<file path="src/rtl/gotsr_pkg.sv">
// Shared types and constants of the glyph outline to shape record encoder.
// Used by the front end, back end and top level under rtl/; depends on nothing.
`timescale 1ns / 1ps

package gotsr_pkg;

  localparam int OP_W       = 3;
  localparam int NUM_BITS_W = 5;

  // Outline command codes on in_operation; 5 to 7 carry no meaning.
  localparam logic [OP_W-1:0] OP_MOVE  = 3'd0;
  localparam logic [OP_W-1:0] OP_LINE  = 3'd1;
  localparam logic [OP_W-1:0] OP_QUAD  = 3'd2;
  localparam logic [OP_W-1:0] OP_CUBIC = 3'd3;
  localparam logic [OP_W-1:0] OP_END   = 3'd4;

  typedef enum logic [1:0] {
    KIND_MOVE  = 2'd0,
    KIND_LINE  = 2'd1,
    KIND_CURVE = 2'd2,
    KIND_END   = 2'd3
  } kind_t;

  // Control part of one command from the front to the back.
  typedef struct packed {
    kind_t kind;
    logic  last;
  } cmd_ctl_t;

  // Control part of one finished shape record.
  typedef struct packed {
    kind_t                 kind;
    logic                  set_styles;
    logic                  vertical_line;
    logic                  general_line;
    logic [NUM_BITS_W-1:0] num_bits;
    logic                  last_record;
  } rec_ctl_t;

endpackage

</file>
<file path="src/rtl/gotsr_fifo.sv">
// Small first-in first-out queue of packed words, flip-flop storage.
// Generic; no package needed.
`timescale 1ns / 1ps

module gotsr_fifo #(
  parameter int WIDTH = 8,
  parameter int DEPTH = 2
) (
  input  logic             clk,
  input  logic             rst_n,
  input  logic             push,
  input  logic [WIDTH-1:0] wdata,
  output logic             full,
  input  logic             pop,
  output logic [WIDTH-1:0] rdata,
  output logic             empty
);

  localparam int PW = $clog2(DEPTH);
  localparam int CW = $clog2(DEPTH + 1);

  logic [WIDTH-1:0] mem_r [DEPTH];
  logic [PW-1:0]    wr_ptr_r, wr_ptr_nxt;
  logic [PW-1:0]    rd_ptr_r, rd_ptr_nxt;
  logic [CW-1:0]    cnt_r, cnt_nxt;
  logic             do_push, do_pop;

  assign full    = (cnt_r == CW'(DEPTH));
  assign empty   = (cnt_r == '0);
  assign do_push = push && !full;
  assign do_pop  = pop && !empty;
  assign rdata   = mem_r[rd_ptr_r];

  always_comb begin
    wr_ptr_nxt = wr_ptr_r;
    rd_ptr_nxt = rd_ptr_r;
    cnt_nxt    = cnt_r;
    if (do_push) begin
      wr_ptr_nxt = (wr_ptr_r == PW'(DEPTH - 1)) ? '0 : wr_ptr_r + PW'(1);
    end
    if (do_pop) begin
      rd_ptr_nxt = (rd_ptr_r == PW'(DEPTH - 1)) ? '0 : rd_ptr_r + PW'(1);
    end
    if (do_push && !do_pop) begin
      cnt_nxt = cnt_r + CW'(1);
    end else if (do_pop && !do_push) begin
      cnt_nxt = cnt_r - CW'(1);
    end
  end

  always_ff @(posedge clk) begin
    if (!rst_n) begin
      wr_ptr_r <= '0;
      rd_ptr_r <= '0;
      cnt_r    <= '0;
    end else begin
      wr_ptr_r <= wr_ptr_nxt;
      rd_ptr_r <= rd_ptr_nxt;
      cnt_r    <= cnt_nxt;
    end
  end

  always_ff @(posedge clk) begin
    if (do_push) begin
      mem_r[wr_ptr_r] <= wdata;
    end
  end

endmodule

</file>
<file path="src/rtl/gotsr_front.sv">
// Front end: accepts outline commands, drops undefined ones, forms the cubic
// midpoint and issues one segment command per cycle unless cmd_full; uses gotsr_pkg.
`timescale 1ns / 1ps

module gotsr_front #(
  parameter int COORD_BITS = 16
) (
  input  logic                               clk,
  input  logic                               rst_n,
  input  logic                               in_push,
  output logic                               in_full,
  input  logic [gotsr_pkg::OP_W-1:0]         in_operation,
  input  logic signed [COORD_BITS-1:0]       in_end_x,
  input  logic signed [COORD_BITS-1:0]       in_end_y,
  input  logic signed [COORD_BITS-1:0]       in_ctrl1_x,
  input  logic signed [COORD_BITS-1:0]       in_ctrl1_y,
  input  logic signed [COORD_BITS-1:0]       in_ctrl2_x,
  input  logic signed [COORD_BITS-1:0]       in_ctrl2_y,
  output logic                               cmd_push,
  output logic [$bits(gotsr_pkg::cmd_ctl_t)+4*COORD_BITS-1:0] cmd_word,
  input  logic                               cmd_full
);

  localparam int CB = COORD_BITS;

  logic                          hold_valid_r, hold_valid_nxt;
  logic                          second_r, second_nxt;
  logic [gotsr_pkg::OP_W-1:0]    op_r;
  logic [CB-1:0]                 ex_r, ey_r, c1x_r, c1y_r, c2x_r, c2y_r, mx_r, my_r;
  logic [CB:0]                   sum_x, sum_y, adj_x, adj_y;
  logic                          accept, op_ok, is_cubic, done;
  gotsr_pkg::cmd_ctl_t           ctl;
  logic [CB-1:0]                 cx, cy, ax, ay;

  // Midpoint of the two control points, truncated toward zero.
  assign sum_x = {in_ctrl1_x[CB-1], in_ctrl1_x} + {in_ctrl2_x[CB-1], in_ctrl2_x};
  assign sum_y = {in_ctrl1_y[CB-1], in_ctrl1_y} + {in_ctrl2_y[CB-1], in_ctrl2_y};
  assign adj_x = sum_x + {{CB{1'b0}}, sum_x[CB]};
  assign adj_y = sum_y + {{CB{1'b0}}, sum_y[CB]};

  assign op_ok    = op_r inside {[gotsr_pkg::OP_MOVE:gotsr_pkg::OP_END]};
  assign is_cubic = (op_r == gotsr_pkg::OP_CUBIC);
  assign cmd_push = hold_valid_r && op_ok && !cmd_full;
  assign done     = hold_valid_r && (!op_ok || (!cmd_full && (!is_cubic || second_r)));
  assign in_full  = hold_valid_r && !done;
  assign accept   = in_push && !in_full;

  always_comb begin
    ctl.kind = gotsr_pkg::KIND_END;
    ctl.last = 1'b1;
    cx = '0;
    cy = '0;
    ax = ex_r;
    ay = ey_r;
    case (op_r)
      gotsr_pkg::OP_MOVE: ctl.kind = gotsr_pkg::KIND_MOVE;
      gotsr_pkg::OP_LINE: ctl.kind = gotsr_pkg::KIND_LINE;
      gotsr_pkg::OP_QUAD: begin
        ctl.kind = gotsr_pkg::KIND_CURVE;
        cx = c1x_r;
        cy = c1y_r;
      end
      gotsr_pkg::OP_CUBIC: begin
        ctl.kind = gotsr_pkg::KIND_CURVE;
        if (second_r) begin
          cx = c2x_r;
          cy = c2y_r;
        end else begin
          ctl.last = 1'b0;
          cx = c1x_r;
          cy = c1y_r;
          ax = mx_r;
          ay = my_r;
        end
      end
      default: begin
        ctl.kind = gotsr_pkg::KIND_END;
        ax = '0;
        ay = '0;
      end
    endcase
  end

  assign cmd_word = {ctl, cx, cy, ax, ay};

  always_comb begin
    hold_valid_nxt = accept || (hold_valid_r && !done);
    second_nxt     = second_r;
    if (accept) begin
      second_nxt = 1'b0;
    end else if (cmd_push && is_cubic && !second_r) begin
      second_nxt = 1'b1;
    end
  end

  always_ff @(posedge clk) begin
    if (!rst_n) begin
      hold_valid_r <= 1'b0;
      second_r     <= 1'b0;
    end else begin
      hold_valid_r <= hold_valid_nxt;
      second_r     <= second_nxt;
    end
  end

  always_ff @(posedge clk) begin
    if (accept) begin
      op_r  <= in_operation;
      ex_r  <= in_end_x;
      ey_r  <= in_end_y;
      c1x_r <= in_ctrl1_x;
      c1y_r <= in_ctrl1_y;
      c2x_r <= in_ctrl2_x;
      c2y_r <= in_ctrl2_y;
      mx_r  <= adj_x[CB:1];
      my_r  <= adj_y[CB:1];
    end
  end

endmodule

</file>
<file path="src/rtl/gotsr_back.sv">
// Back end: scales command points, measures them against the pen, drops
// repeated moves and zero lines, sizes the record. Uses gotsr_pkg.
`timescale 1ns / 1ps

module gotsr_back #(
  parameter int COORD_BITS      = 16,
  parameter int SCALE_FRAC_BITS = 16
) (
  input  logic                                  clk,
  input  logic                                  rst_n,
  input  logic [SCALE_FRAC_BITS+1:0]            scale,
  input  logic                                  cmd_empty,
  input  logic [$bits(gotsr_pkg::cmd_ctl_t)+4*COORD_BITS-1:0] cmd_word,
  output logic                                  cmd_pop,
  output logic                                  rec_push,
  output logic [$bits(gotsr_pkg::rec_ctl_t)+4*(COORD_BITS+3)-1:0] rec_word,
  input  logic                                  rec_full
);

  localparam int CB   = COORD_BITS;
  localparam int FRAC = SCALE_FRAC_BITS;
  localparam int SW   = SCALE_FRAC_BITS + 2;
  localparam int PRW  = CB + SW;
  localparam int PNW  = CB + 2;
  localparam int DW   = CB + 3;
  localparam int MW   = CB + 2;
  localparam int CTLW = $bits(gotsr_pkg::cmd_ctl_t);
  localparam int NBW  = gotsr_pkg::NUM_BITS_W;

  logic                adv;
  gotsr_pkg::cmd_ctl_t cmd_ctl;
  logic [CB-1:0]       cmd_pt [4];
  logic [CB-1:0]       mag    [4];
  logic [PRW-1:0]      prod   [4];

  logic                s1_valid_r;
  gotsr_pkg::cmd_ctl_t s1_ctl_r;
  logic [PRW-1:0]      s1_prod_r [4];
  logic                s1_neg_r  [4];

  logic [PRW-FRAC-1:0] shifted [4];
  logic [CB:0]         satm    [4];
  logic [PNW-1:0]      scaled  [4];

  logic                s2_valid_r;
  gotsr_pkg::cmd_ctl_t s2_ctl_r;
  logic [PNW-1:0]      s2_pt_r [4];

  logic [PNW-1:0]      pen_x_r, pen_x_nxt, pen_y_r, pen_y_nxt;
  logic                pen_known_r, pen_known_nxt, started_r, started_nxt;

  logic [DW-1:0]       ecx, ecy, eax, eay, epx, epy;
  logic [DW-1:0]       d_nxt [4];
  logic                sup, styles_nxt, vert_nxt, gen_nxt;

  logic                s3_valid_r;
  gotsr_pkg::kind_t    s3_kind_r;
  logic                s3_styles_r, s3_vert_r, s3_gen_r, s3_last_r;
  logic [DW-1:0]       s3_d_r [4];

  logic [MW-1:0]       dmag [4];
  logic [MW-1:0]       max_a, max_b, max_m;
  logic [MW-1:0]       therm;
  logic [NBW-1:0]      sb, nb;
  gotsr_pkg::rec_ctl_t rctl;

  assign adv     = !(s3_valid_r && rec_full);
  assign cmd_pop = adv && !cmd_empty;

  // Point order: 0 control x, 1 control y, 2 anchor x, 3 anchor y.
  assign cmd_ctl   = gotsr_pkg::cmd_ctl_t'(cmd_word[CTLW+4*CB-1 -: CTLW]);
  assign cmd_pt[0] = cmd_word[4*CB-1 -: CB];
  assign cmd_pt[1] = cmd_word[3*CB-1 -: CB];
  assign cmd_pt[2] = cmd_word[2*CB-1 -: CB];
  assign cmd_pt[3] = cmd_word[CB-1:0];

  always_comb begin
    for (int i = 0; i < 4; i++) begin
      mag[i]  = cmd_pt[i][CB-1] ? (~cmd_pt[i] + CB'(1)) : cmd_pt[i];
      prod[i] = PRW'(mag[i]) * PRW'(scale);
    end
  end

  // Saturate the scaled magnitude, restore the sign and negate y.
  always_comb begin
    for (int i = 0; i < 4; i++) begin
      shifted[i] = s1_prod_r[i][PRW-1:FRAC];
      satm[i]    = shifted[i][CB+1] ? '1 : shifted[i][CB:0];
      scaled[i]  = s1_neg_r[i] ? (~{1'b0, satm[i]} + PNW'(1)) : {1'b0, satm[i]};
    end
  end

  assign ecx = {s2_pt_r[0][PNW-1], s2_pt_r[0]};
  assign ecy = {s2_pt_r[1][PNW-1], s2_pt_r[1]};
  assign eax = {s2_pt_r[2][PNW-1], s2_pt_r[2]};
  assign eay = {s2_pt_r[3][PNW-1], s2_pt_r[3]};
  assign epx = {pen_x_r[PNW-1], pen_x_r};
  assign epy = {pen_y_r[PNW-1], pen_y_r};

  always_comb begin
    sup        = 1'b0;
    styles_nxt = 1'b0;
    vert_nxt   = 1'b0;
    gen_nxt    = 1'b0;
    for (int i = 0; i < 4; i++) begin
      d_nxt[i] = '0;
    end
    case (s2_ctl_r.kind)
      gotsr_pkg::KIND_MOVE: begin
        sup        = pen_known_r && (s2_pt_r[2] == pen_x_r) && (s2_pt_r[3] == pen_y_r);
        styles_nxt = !started_r;
        d_nxt[0]   = eax;
        d_nxt[1]   = eay;
      end
      gotsr_pkg::KIND_LINE: begin
        d_nxt[0] = eax - epx;
        d_nxt[1] = eay - epy;
        sup      = (d_nxt[0] == '0) && (d_nxt[1] == '0);
        vert_nxt = (d_nxt[0] == '0);
        gen_nxt  = (d_nxt[0] != '0) && (d_nxt[1] != '0);
      end
      gotsr_pkg::KIND_CURVE: begin
        d_nxt[0] = eax - ecx;
        d_nxt[1] = eay - ecy;
        d_nxt[2] = ecx - epx;
        d_nxt[3] = ecy - epy;
      end
      default: begin
        sup = 1'b0;
      end
    endcase
  end

  always_comb begin
    pen_x_nxt     = pen_x_r;
    pen_y_nxt     = pen_y_r;
    pen_known_nxt = pen_known_r;
    started_nxt   = started_r;
    if (adv && s2_valid_r && !sup) begin
      if (s2_ctl_r.kind == gotsr_pkg::KIND_END) begin
        pen_x_nxt     = '0;
        pen_y_nxt     = '0;
        pen_known_nxt = 1'b0;
        started_nxt   = 1'b0;
      end else begin
        pen_x_nxt     = s2_pt_r[2];
        pen_y_nxt     = s2_pt_r[3];
        pen_known_nxt = 1'b1;
        started_nxt   = 1'b1;
      end
    end
  end

  always_ff @(posedge clk) begin
    if (!rst_n) begin
      s1_valid_r  <= 1'b0;
      s2_valid_r  <= 1'b0;
      s3_valid_r  <= 1'b0;
      pen_x_r     <= '0;
      pen_y_r     <= '0;
      pen_known_r <= 1'b0;
      started_r   <= 1'b0;
    end else begin
      if (adv) begin
        s1_valid_r <= !cmd_empty;
        s2_valid_r <= s1_valid_r;
        s3_valid_r <= s2_valid_r && !sup;
      end
      pen_x_r     <= pen_x_nxt;
      pen_y_r     <= pen_y_nxt;
      pen_known_r <= pen_known_nxt;
      started_r   <= started_nxt;
    end
  end

  always_ff @(posedge clk) begin
    if (adv) begin
      s1_ctl_r    <= cmd_ctl;
      s2_ctl_r    <= s1_ctl_r;
      s3_kind_r   <= s2_ctl_r.kind;
      s3_last_r   <= s2_ctl_r.last;
      s3_styles_r <= styles_nxt;
      s3_vert_r   <= vert_nxt;
      s3_gen_r    <= gen_nxt;
      for (int i = 0; i < 4; i++) begin
        s1_prod_r[i] <= prod[i];
        s1_neg_r[i]  <= cmd_pt[i][CB-1] ^ i[0];
        s2_pt_r[i]   <= scaled[i];
        s3_d_r[i]    <= d_nxt[i];
      end
    end
  end

  // Record size from the largest delta magnitude.
  always_comb begin
    for (int i = 0; i < 4; i++) begin
      dmag[i] = s3_d_r[i][DW-1] ? MW'(~s3_d_r[i] + DW'(1)) : s3_d_r[i][MW-1:0];
    end
    max_a = (dmag[0] > dmag[1]) ? dmag[0] : dmag[1];
    max_b = (dmag[2] > dmag[3]) ? dmag[2] : dmag[3];
    max_m = (max_a > max_b) ? max_a : max_b;
    for (int i = 0; i < MW; i++) begin
      therm[i] = |(max_m >> i);
    end
    sb = NBW'($countones(therm)) + NBW'(1);
    case (s3_kind_r)
      gotsr_pkg::KIND_MOVE: nb = sb;
      gotsr_pkg::KIND_END:  nb = '0;
      default:              nb = (sb < NBW'(3)) ? NBW'(1) : sb - NBW'(2);
    endcase
  end

  assign rctl.kind          = s3_kind_r;
  assign rctl.set_styles    = s3_styles_r;
  assign rctl.vertical_line = s3_vert_r;
  assign rctl.general_line  = s3_gen_r;
  assign rctl.num_bits      = nb;
  assign rctl.last_record   = s3_last_r;

  assign rec_push = s3_valid_r && !rec_full;
  assign rec_word = {rctl, s3_d_r[0], s3_d_r[1], s3_d_r[2], s3_d_r[3]};

endmodule

</file>
<file path="src/rtl/glyph_outline_to_shape_records_core.sv">
// Top level of the glyph outline to shape record encoder: scale register,
// front end, command queue, back end and result queue. Uses gotsr_pkg.
//
//   channel   ports                           accepted when
//   input     in_push / in_full + fields      in_push && !in_full
//   result    out_pop / out_empty + fields    out_pop && !out_empty
//   config    cfg_we / cfg_wdata              cfg_we
//
// Flow: the front end holds one item at a time, splits a cubic into two segments
// and issues one segment a cycle into the back pipeline (scale, measure, size)
// while the command queue has room; it takes a new item as the last segment goes.
// Reset: synchronous rst_n clears queues, pipeline valids and pen; scale = 1.0.
// Stalls: a full result queue halts the back end; the two-entry command
// queue lets the front keep accepting until it fills.
`timescale 1ns / 1ps

module glyph_outline_to_shape_records_core #(
  parameter int COORD_BITS      = 16,
  parameter int SCALE_FRAC_BITS = 16
) (
  input  logic                               clk,
  input  logic                               rst_n,
  input  logic                               cfg_we,
  input  logic [SCALE_FRAC_BITS+1:0]         cfg_wdata,
  input  logic                               in_push,
  output logic                               in_full,
  input  logic [gotsr_pkg::OP_W-1:0]         in_operation,
  input  logic signed [COORD_BITS-1:0]       in_end_x,
  input  logic signed [COORD_BITS-1:0]       in_end_y,
  input  logic signed [COORD_BITS-1:0]       in_ctrl1_x,
  input  logic signed [COORD_BITS-1:0]       in_ctrl1_y,
  input  logic signed [COORD_BITS-1:0]       in_ctrl2_x,
  input  logic signed [COORD_BITS-1:0]       in_ctrl2_y,
  output logic                               out_empty,
  input  logic                               out_pop,
  output logic [1:0]                         out_record_kind,
  output logic                               out_set_styles,
  output logic                               out_vertical_line,
  output logic                               out_general_line,
  output logic [gotsr_pkg::NUM_BITS_W-1:0]   out_num_bits,
  output logic signed [COORD_BITS+2:0]       out_delta_x,
  output logic signed [COORD_BITS+2:0]       out_delta_y,
  output logic signed [COORD_BITS+2:0]       out_control_dx,
  output logic signed [COORD_BITS+2:0]       out_control_dy,
  output logic                               out_last_record
);

  localparam int SW     = SCALE_FRAC_BITS + 2;
  localparam int DW     = COORD_BITS + 3;
  localparam int CMD_W  = $bits(gotsr_pkg::cmd_ctl_t) + 4 * COORD_BITS;
  localparam int RCTL_W = $bits(gotsr_pkg::rec_ctl_t);
  localparam int REC_W  = RCTL_W + 4 * DW;

  logic [SW-1:0]       scale_r;
  logic                cmd_push, cmd_full, cmd_pop, cmd_empty;
  logic [CMD_W-1:0]    cmd_wdata, cmd_rdata;
  logic                rec_push, rec_full;
  logic [REC_W-1:0]    rec_wdata, rec_rdata;
  gotsr_pkg::rec_ctl_t rctl;

  always_ff @(posedge clk) begin
    if (!rst_n) begin
      scale_r <= SW'(1) << SCALE_FRAC_BITS;
    end else if (cfg_we) begin
      scale_r <= cfg_wdata;
    end
  end

  gotsr_front #(
    .COORD_BITS(COORD_BITS)
  ) u_front (
    .clk         (clk),
    .rst_n       (rst_n),
    .in_push     (in_push),
    .in_full     (in_full),
    .in_operation(in_operation),
    .in_end_x    (in_end_x),
    .in_end_y    (in_end_y),
    .in_ctrl1_x  (in_ctrl1_x),
    .in_ctrl1_y  (in_ctrl1_y),
    .in_ctrl2_x  (in_ctrl2_x),
    .in_ctrl2_y  (in_ctrl2_y),
    .cmd_push    (cmd_push),
    .cmd_word    (cmd_wdata),
    .cmd_full    (cmd_full)
  );

  gotsr_fifo #(
    .WIDTH(CMD_W),
    .DEPTH(2)
  ) u_cmd_q (
    .clk  (clk),
    .rst_n(rst_n),
    .push (cmd_push),
    .wdata(cmd_wdata),
    .full (cmd_full),
    .pop  (cmd_pop),
    .rdata(cmd_rdata),
    .empty(cmd_empty)
  );

  gotsr_back #(
    .COORD_BITS     (COORD_BITS),
    .SCALE_FRAC_BITS(SCALE_FRAC_BITS)
  ) u_back (
    .clk      (clk),
    .rst_n    (rst_n),
    .scale    (scale_r),
    .cmd_empty(cmd_empty),
    .cmd_word (cmd_rdata),
    .cmd_pop  (cmd_pop),
    .rec_push (rec_push),
    .rec_word (rec_wdata),
    .rec_full (rec_full)
  );

  gotsr_fifo #(
    .WIDTH(REC_W),
    .DEPTH(4)
  ) u_rec_q (
    .clk  (clk),
    .rst_n(rst_n),
    .push (rec_push),
    .wdata(rec_wdata),
    .full (rec_full),
    .pop  (out_pop),
    .rdata(rec_rdata),
    .empty(out_empty)
  );

  assign rctl              = gotsr_pkg::rec_ctl_t'(rec_rdata[REC_W-1 -: RCTL_W]);
  assign out_record_kind   = rctl.kind;
  assign out_set_styles    = rctl.set_styles;
  assign out_vertical_line = rctl.vertical_line;
  assign out_general_line  = rctl.general_line;
  assign out_num_bits      = rctl.num_bits;
  assign out_last_record   = rctl.last_record;
  assign out_delta_x       = rec_rdata[4*DW-1 -: DW];
  assign out_delta_y       = rec_rdata[3*DW-1 -: DW];
  assign out_control_dx    = rec_rdata[2*DW-1 -: DW];
  assign out_control_dy    = rec_rdata[DW-1:0];

endmodule

</file>
<file path="config.mk">
export PLATFORM = sky130hd
export DESIGN_NAME = glyph_outline_to_shape_records_core
export DESIGN_NICKNAME = d
export VERILOG_FILES = /design/src/rtl/gotsr_pkg.sv /design/src/rtl/gotsr_fifo.sv /design/src/rtl/gotsr_front.sv /design/src/rtl/gotsr_back.sv /design/src/rtl/glyph_outline_to_shape_records_core.sv
export SDC_FILE = /design/constraint.sdc
export NUM_CORES = 2
export LEC_CHECK = 0
export ABC_AREA = 1
export BUFFER_PORTS_ARGS = -buffer_cell sky130_fd_sc_hd__buf_4
export CAP_MARGIN = 20
export CORE_MARGIN = 2
export CORE_UTILIZATION = 59
export CTS_CLUSTER_DIAMETER = 50
export DETAILED_ROUTE_END_ITERATION = 12
export HOLD_SLACK_MARGIN = 0.12
export PLACE_DENSITY = 0.78
export REMOVE_ABC_BUFFERS = 1
export SKIP_LAST_GASP = 1
export SYNTH_ARGS = -nofsm -noshare
export SYNTH_HDL_FRONTEND = slang
export SYNTH_SLANG_ARGS = --single-unit
</file>
<file path="constraint.sdc">
create_clock -name clk -period 13.8 [get_ports clk]
set_clock_uncertainty 0.05 [all_clocks]
set_input_delay 0.69 -clock clk [delete_from_list [all_inputs] [get_ports clk]]
set_output_delay 0.69 -clock clk [all_outputs]
set_load 0.01 [all_outputs]
</file>
# --- Yosys cells after proc, flatten, opt, wreduce, memory -nomap -nowiden ---
# Memories as Yosys holds them, arrays and structs flattened. A register that Yosys moved wholly into a read port is not among the register bits.
# Index checks and enable logic that the tools add are counted.
classes:
  add_sub_neg: 49
  n_mul: 4
  n_lt_le_gt_ge: 6
  eq_ne: 13
  n_mux: 55
  bitwise_logic: 15
  n_reduce_logical: 77
op_table:
  columns: ["cell", "count"]
  rows:
  - ["$mux 18", 13]
  - ["$add 18x1->18 const B", 8]
  - ["$mul 16x18->34", 4]
  - ["$mux 16", 8]
  - ["$pmux 16 s2", 4]
  - ["$pmux 38 s3", 1]
  - ["$sub 18x18->19", 6]
  - ["$not 17->18", 4]
  - ["$not 18->18", 4]
  - ["$mux 17", 4]
  - ["$add 16x1->16 const B", 4]
  - ["$not 16->16", 4]
  - ["$gt 18x18->1", 3]
  - ["$add 5x5->5", 8]
  - ["$logic_not 19->1", 2]
  - ["$mux 38", 1]
  - ["$reduce_bool 19->1", 2]
  - ["$eq 18x18->1", 2]
  - ["$add 16x16->17", 2]
  - ["$add 17x1->17", 2]
  - ["$logic_and 1x1->1", 27]
  - ["$add 1x1->2", 9]
  - ["$reduce_or 18->1", 1]
  - ["$reduce_or 17->1", 1]
  - ["43 further kinds", 95]
totals:
  register_bits: 214
  ram_bits: 770
  in_bits: 122
  output_inout_bits: 89
  wordCells: 258
  mem_count: 6
memory_table:
  columns: ["memory", "words", "word_bits", "read_ports", "rd_ports_with_merged_regs", "wr", "line_no", "rtl"]
  rows:
  - ["u_rec_q.mem_r", 4, 87, 1, 1, 1, "gotsr_fifo.sv:22", "logic [WIDTH-1:0] mem_r [DEPTH];"]
  - ["u_back.s1_prod_r", 4, 34, 4, 0, 4, "gotsr_back.sv:38", "logic [PRW-1:0] s1_prod_r [4];"]
  - ["u_cmd_q.mem_r", 2, 67, 1, 1, 1, "gotsr_fifo.sv:22", null]
  - ["u_back.s3_d_r", 4, 19, 4, 0, 4, "gotsr_back.sv:59", "logic [DW-1:0] s3_d_r [4];"]
  - ["u_back.s2_pt_r", 4, 18, 4, 0, 4, "gotsr_back.sv:47", "logic [PNW-1:0] s2_pt_r [4];"]
  - ["u_back.s1_neg_r", 4, 1, 4, 0, 4, "gotsr_back.sv:39", "logic s1_neg_r [4];"]

# --- Longest topological paths before layout ---
# An unclocked memory read counts as a cell.
depth:
  depth_word: 18
  ltp_mapped: 57
  mapped_depth_nobuf: 56

# --- Modules after synthesis ---
# From an unflattened synthesis, not the netlist that was laid out.
hier_totals:
  hier_cells: 10108
  area_unflattened_um2: 87461.4
modules_own_cells:
  columns: ["module", "instances", "cells_each", "area_per_inst_um2", "seq_area_each_um2"]
  rows:
  - ["gotsr_back", 1, 7852, 59927.5, 7887.6]
  - ["gotsr_fifo (u_rec_q)", 1, 913, 13407.9, 10630.2]
  - ["gotsr_front", 1, 984, 8175.3, 3973.8]
  - ["gotsr_fifo (u_cmd_q)", 1, 246, 5188.7, 4124.0]
  - ["glyph_outline_to_shape_records_core", 1, 113, 762.0, 360.3]

# --- Worst setup path after synthesis ---
# OpenSTA, ideal clock, no wires.
synth_timing:
  kind: "register to register"
  startpoint: "reg u_rec_q.cnt_r[0]"
  endpoint: "reg u_cmd_q.cnt_r[1]"
  setup_ns: 0.122
  arrival_time_ns: 8.779
  required_ns: 13.628
  slack_ns: 4.849
  stages_incl_launch_ff: 9
  path_buffers: 0
  period_less_slack_ns: 8.951
  path_cell_list: "dfxtp_1 nor2_1 nand3_1 o21ai_0 ha_1 a21oi_1 o21ai_0 o21ai_0 a21oi_1"
synth_between:
  elab_chain_len: 8
  elab_cells_between_ends: 10
  cone_classes: "1 x eq/ne; 1 x mux; 8 x reduce/logical"
synth_rtl:
  columns: ["element", "line_no", "rtl"]
  rows:
  - ["start, declared", "gotsr_fifo.sv:25", "logic [CW-1:0] cnt_r, cnt_nxt;"]
  - ["start signal, assigned", "gotsr_fifo.sv:59", "cnt_r <= cnt_nxt;"]
  - ["$eq 3x3->1 *", "gotsr_fifo.sv:28", "assign full = (cnt_r == CW'(DEPTH));"]
  - ["$logic_and 1x1->1 *", "gotsr_back.sv:67", "assign adv = !(s3_valid_r && rec_full);"]
  - ["$logic_not 1->1 *", "gotsr_back.sv:67", null]
  - ["$logic_and 1x1->1 *", "gotsr_back.sv:68", "assign cmd_pop = adv && !cmd_empty;"]
  - ["$logic_and 1x1->1 *", "gotsr_fifo.sv:31", "assign do_pop = pop && !empty;"]
  - ["$logic_not 1->1", "gotsr_fifo.sv:44", "if (do_push && !do_pop) begin"]
  - ["$logic_and 1x1->1", "gotsr_fifo.sv:44", null]
  - ["$mux 2 or $reduce_bool 2->1 (tied branches)", null, null]
  - ["end signal, assigned", "gotsr_fifo.sv:59", null]
  - ["end, declared", "gotsr_fifo.sv:25", null]
# Every way passes the cells marked *; elsewhere a longest branch is shown, timed or not.
# A chain may end at the register's enable or synchronous reset.

==> flow_summary.toml <==
[outcome]
status = "finished, final reports clean"

[route]
final_antenna_net_count = 0
vias_per_cell = 5.732
drt-initial-drc-count = 6492
routed-wl-met3_um = 24960
num_vias = 70022
wl_met1_um = 97510
drc = 0
post_drt_wl_per_cell_um = 20.67
top_layer = "met5"
routed_wl_um = 252500
met2_length_um = 116100
first_pass_iters = 7

[layout]
final_layout_size_suffix_gt1_frac = 0.06325
syn2layout_area_growth_pct = 9.075
final_core_util = 0.6493
stdcell_count = 12215
nets = 11869
num-fill-cells = 11957

[synthesis]
synthSimpleGateAreaFrac = 0.1829
synthCells = 10053
synth_seq_cells = 923
synth_area_um2 = 86860
synth_ff_type = "edfxtp_1"
synthAdderAreaFrac = 0.3014
async_reset_ff_frac = 0
synth_compound_area_frac = 0.08248
yosys_warnings = 0
syn_area_per_cell_um2 = 8.640
synth_xor_area_frac = 0.02537
synth_top_family_by_area = "adder cells"
yosysUniqueCellTypes = 72
synth-seq-area-share = 0.3106
synth_edf_count = 849
muxShareOfSynthArea = 0.0008067

[worst_setup_path]
crit_buf_inv = 5
slowest_stage = "o21ai_0"
arrival_ns = 12.37
r2r_cells = 46
crit_path_frequent_cell = "nand2_1"
cp_top_family = "simple AND/OR/NAND/NOR gates"
cp-start-kind = "register"
required_ns = 14.23
r2r_slack_ns = 1.86
r2r-end = "u_rec_q.mem_r[1][78]$_DFFE_PP_"
path_max_fanout = 20
crit_type = "register to register"
worstReg2RegStart = "u_back.s3_d_r[1][2]$_DFFE_PN_"
endpoint_kind = "register"
critical-path-max-stage-delay_ns = 0.71

[min_path]
min_path_cells = 1
min_to = "u_front.c1y_r[10]$_DFFE_PP_"
min-delay-start = "in_ctrl1_y[10]"
min_path_type = "input pin to register"

[grt]
grt_pass1_vias = 71122
grt_max_degree = 89
grt_use_total = 0.3371
grt_antenna_before_repair = 6
grt_pass1_wl_um = 393900
gr-total-overflow = 0

[clocking]
numCtsBuffers = 112
clk-insertion-delay-late_ns = 0.77
clock-sinks = 923
cts_tree = "done"
root_buffer = "clkbuf_16"
cts_resized = 0
htree_levels = 3
path_clk_slew_ns = 0.06
clockBufferDepth = 3

[floorplanning]
rows = 140
fp.dieH_um = 387.7
die_w_um = 387.7
die-area_um2 = 150300
io_pins = 211
initial_core_util = 0.5953
core-area_um2 = 145900

[timing]
finalHoldViolations = 0
fin_crit_ns = 11.94
worst_pin_slew_ns = 1.139
slew_violations = 0
post-route-period-util = 0.8653
rsz0062_at_grt = "false"
tns_ns = 0
slew_headroom = 0.2389
setup-violations-final = 0
timing.fmax_mhz = 83.75

[placed_design]
globalplace.congestion = 0.9713
portBuffers = 210
dpl.hpwl_um = 190900
dp_cells = 11904

[job]
max_cap_viol_count = 0
-- cell families after synthesis --
family | after synthesis
multiplexers | 7
AO/OA/AOI/OAI | 1270
buffers and inverters | 2187
adder cells (fa/ha/maj) | 1550
XOR/XNOR | 249
AND/OR/NAND/NOR | 3867
flip-flops | 923
-- Yosys cell counts (all sizes together) (5+ instances only) --
library cell,n,area (um^2)
nand2,2101,7993
inv,1820,6837
nor2,1133,4263
fa,904,18100
edfxtp,849,25490
ha,646,8083
o21ai,543,2774
a21oi,394,1972
nand3,309,1574
clkbuf,284,1066
xor2,186,1652
nand4,89,584.3
or2,89,561.8
o22ai,88,550.5
nor3,84,461.7
dfxtp,74,1481
buf,64,405.4
xnor2,63,551.8
a31oi,54,337.8
o21a,30,225.2
nand3b,28,210.2
o221ai,27,236.5
a22o,25,219.0
a21o,24,180.2
o211ai,24,180.2
clkinv,19,73.82
o21bai,18,135.1
nor4,17,127.6
a211oi,10,75.07
a21boi,10,75.07
and2,10,62.56
mux2i,7,70.07
o31ai,7,52.55
o2111ai,5,43.79
-- metrics by stage --
| stage | cell area [um^2] | hold WS, ns | setup WS [ns] |
|---|---|---|---|
| 4_1_cts | 94730 | 0.1253 | 1.839 |
| 6_report | 94740 | 0.1625 | 1.859 |
| 5_1_grt | 94730 | 0.1443 | 0.6914 |
| 3_3_place_gp | 90010 | 0.3528 | 2.106 |
| 2_1_floorplan | 85390 | 0.3503 | 4.535 |
| 3_5_place_dp | 90050 | 0.3598 | 1.855 |
-- area by class of cell --
| type | count | area, um^2 | area share |
|---|---|---|---|
| Clock inverter | 86 | 849.6 | 0.008967 |
| Sequential cell | 923 | 27000 | 0.2850 |
| Clock buffer | 123 | 2865 | 0.03024 |
| Multi-Input combinational cell | 6943 | 51590 | 0.5445 |
| Antenna cell | 6 | 15.01 | 0.0001585 |
| Inverter | 1839 | 6913 | 0.07296 |
| Timing Repair Buffer | 378 | 3110 | 0.03283 |
| Tap cell | 1917 | 2399 | 0.02532 |
-- worst max path at each step --
stage | startpoint | to | slack, ns | cells past startpoint
6_report | u_back.s3_d_r[1][2]$_DFFE_PN_ | u_rec_q.mem_r[1][78]$_DFFE_PP_ | 1.86 | 46
5_1_grt | u_back.s3_d_r[1][2]$_DFFE_PN_ | u_rec_q.mem_r[0][80]$_DFFE_PP_ | 0.69 | 46
4_1_cts | u_back.s3_d_r[1][2]$_DFFE_PN_ | u_rec_q.mem_r[0][80]$_DFFE_PP_ | 1.84 | 46
3_5_place_dp | u_back.s3_d_r[1][2]$_DFFE_PN_ | u_rec_q.mem_r[0][80]$_DFFE_PP_ | 1.85 | 46
3_3_place_gp | u_back.s3_d_r[1][2]$_DFFE_PN_ | u_rec_q.mem_r[0][78]$_DFFE_PP_ | 2.11 | 46
2_1_floorplan | u_back.s3_d_r[1][2]$_DFFE_PN_ | u_rec_q.mem_r[0][78]$_DFFE_PP_ | 4.54 | 46
-- sequential cells by signal (all words and copies together), names as in the netlist, 3 cells and up, named ones only --
register and flops:
u_rec_q.mem_r 348, u_cmd_q.mem_r 134, u_back.s3_d_r 76, u_back.s1_prod_r 72
u_back.s2_pt_r 72, scale_r 18, u_back.pen_x_r 18, u_back.pen_y_r 18
u_front.c1x_r 16, u_front.c1y_r 16, u_front.c2x_r 16, u_front.c2y_r 16
u_front.ex_r 16, u_front.ey_r 16, u_front.mx_r 16, u_front.my_r 16
u_back.s1_neg_r 4, u_back.s1_ctl_r 3, u_back.s2_ctl_r 3, u_front.op_r 3
u_rec_q.cnt_r 3
-- timing repair --
action | 4_1_cts | 5_1_grt
setup buffers | 0 | 0
hold buffers | 96 | 0
endpoints found under the hold margin | 95 | 0
-- per-layer routing --
layer,global-route usage,vias up
li1,-,32288
met1,0.4310,33645
met2,0.5473,3409
met3,0.07154,676
met4,0.1636,4
met5,0,-
-- cells in the final DEF, fill, tap and decap left out, types with 25 or more instances in the layout --
master            n
buf_4           280
a31oi_1          54
dlygate4sd3_1    96
o21a_1           30
nor3_1           77
a21oi_1         394
nand2_1        2072
or2_2            63
inv_1          1795
nand3_1         303
edfxtp_1        849
o21ai_0         499
a22o_1           25
fa_1            904
xnor2_1          63
clkinv_1         36
o22ai_1          88
o21ai_1          32
dfxtp_1          57
o221ai_1         27
nand4_1          86
nand3b_1         28
xor2_1          183
ha_1            646
nor2_1         1119
clkbuf_16       113
Power is not shown: default switching activity piles up to over one toggle a cycle in this logic, so the estimate is an artifact.
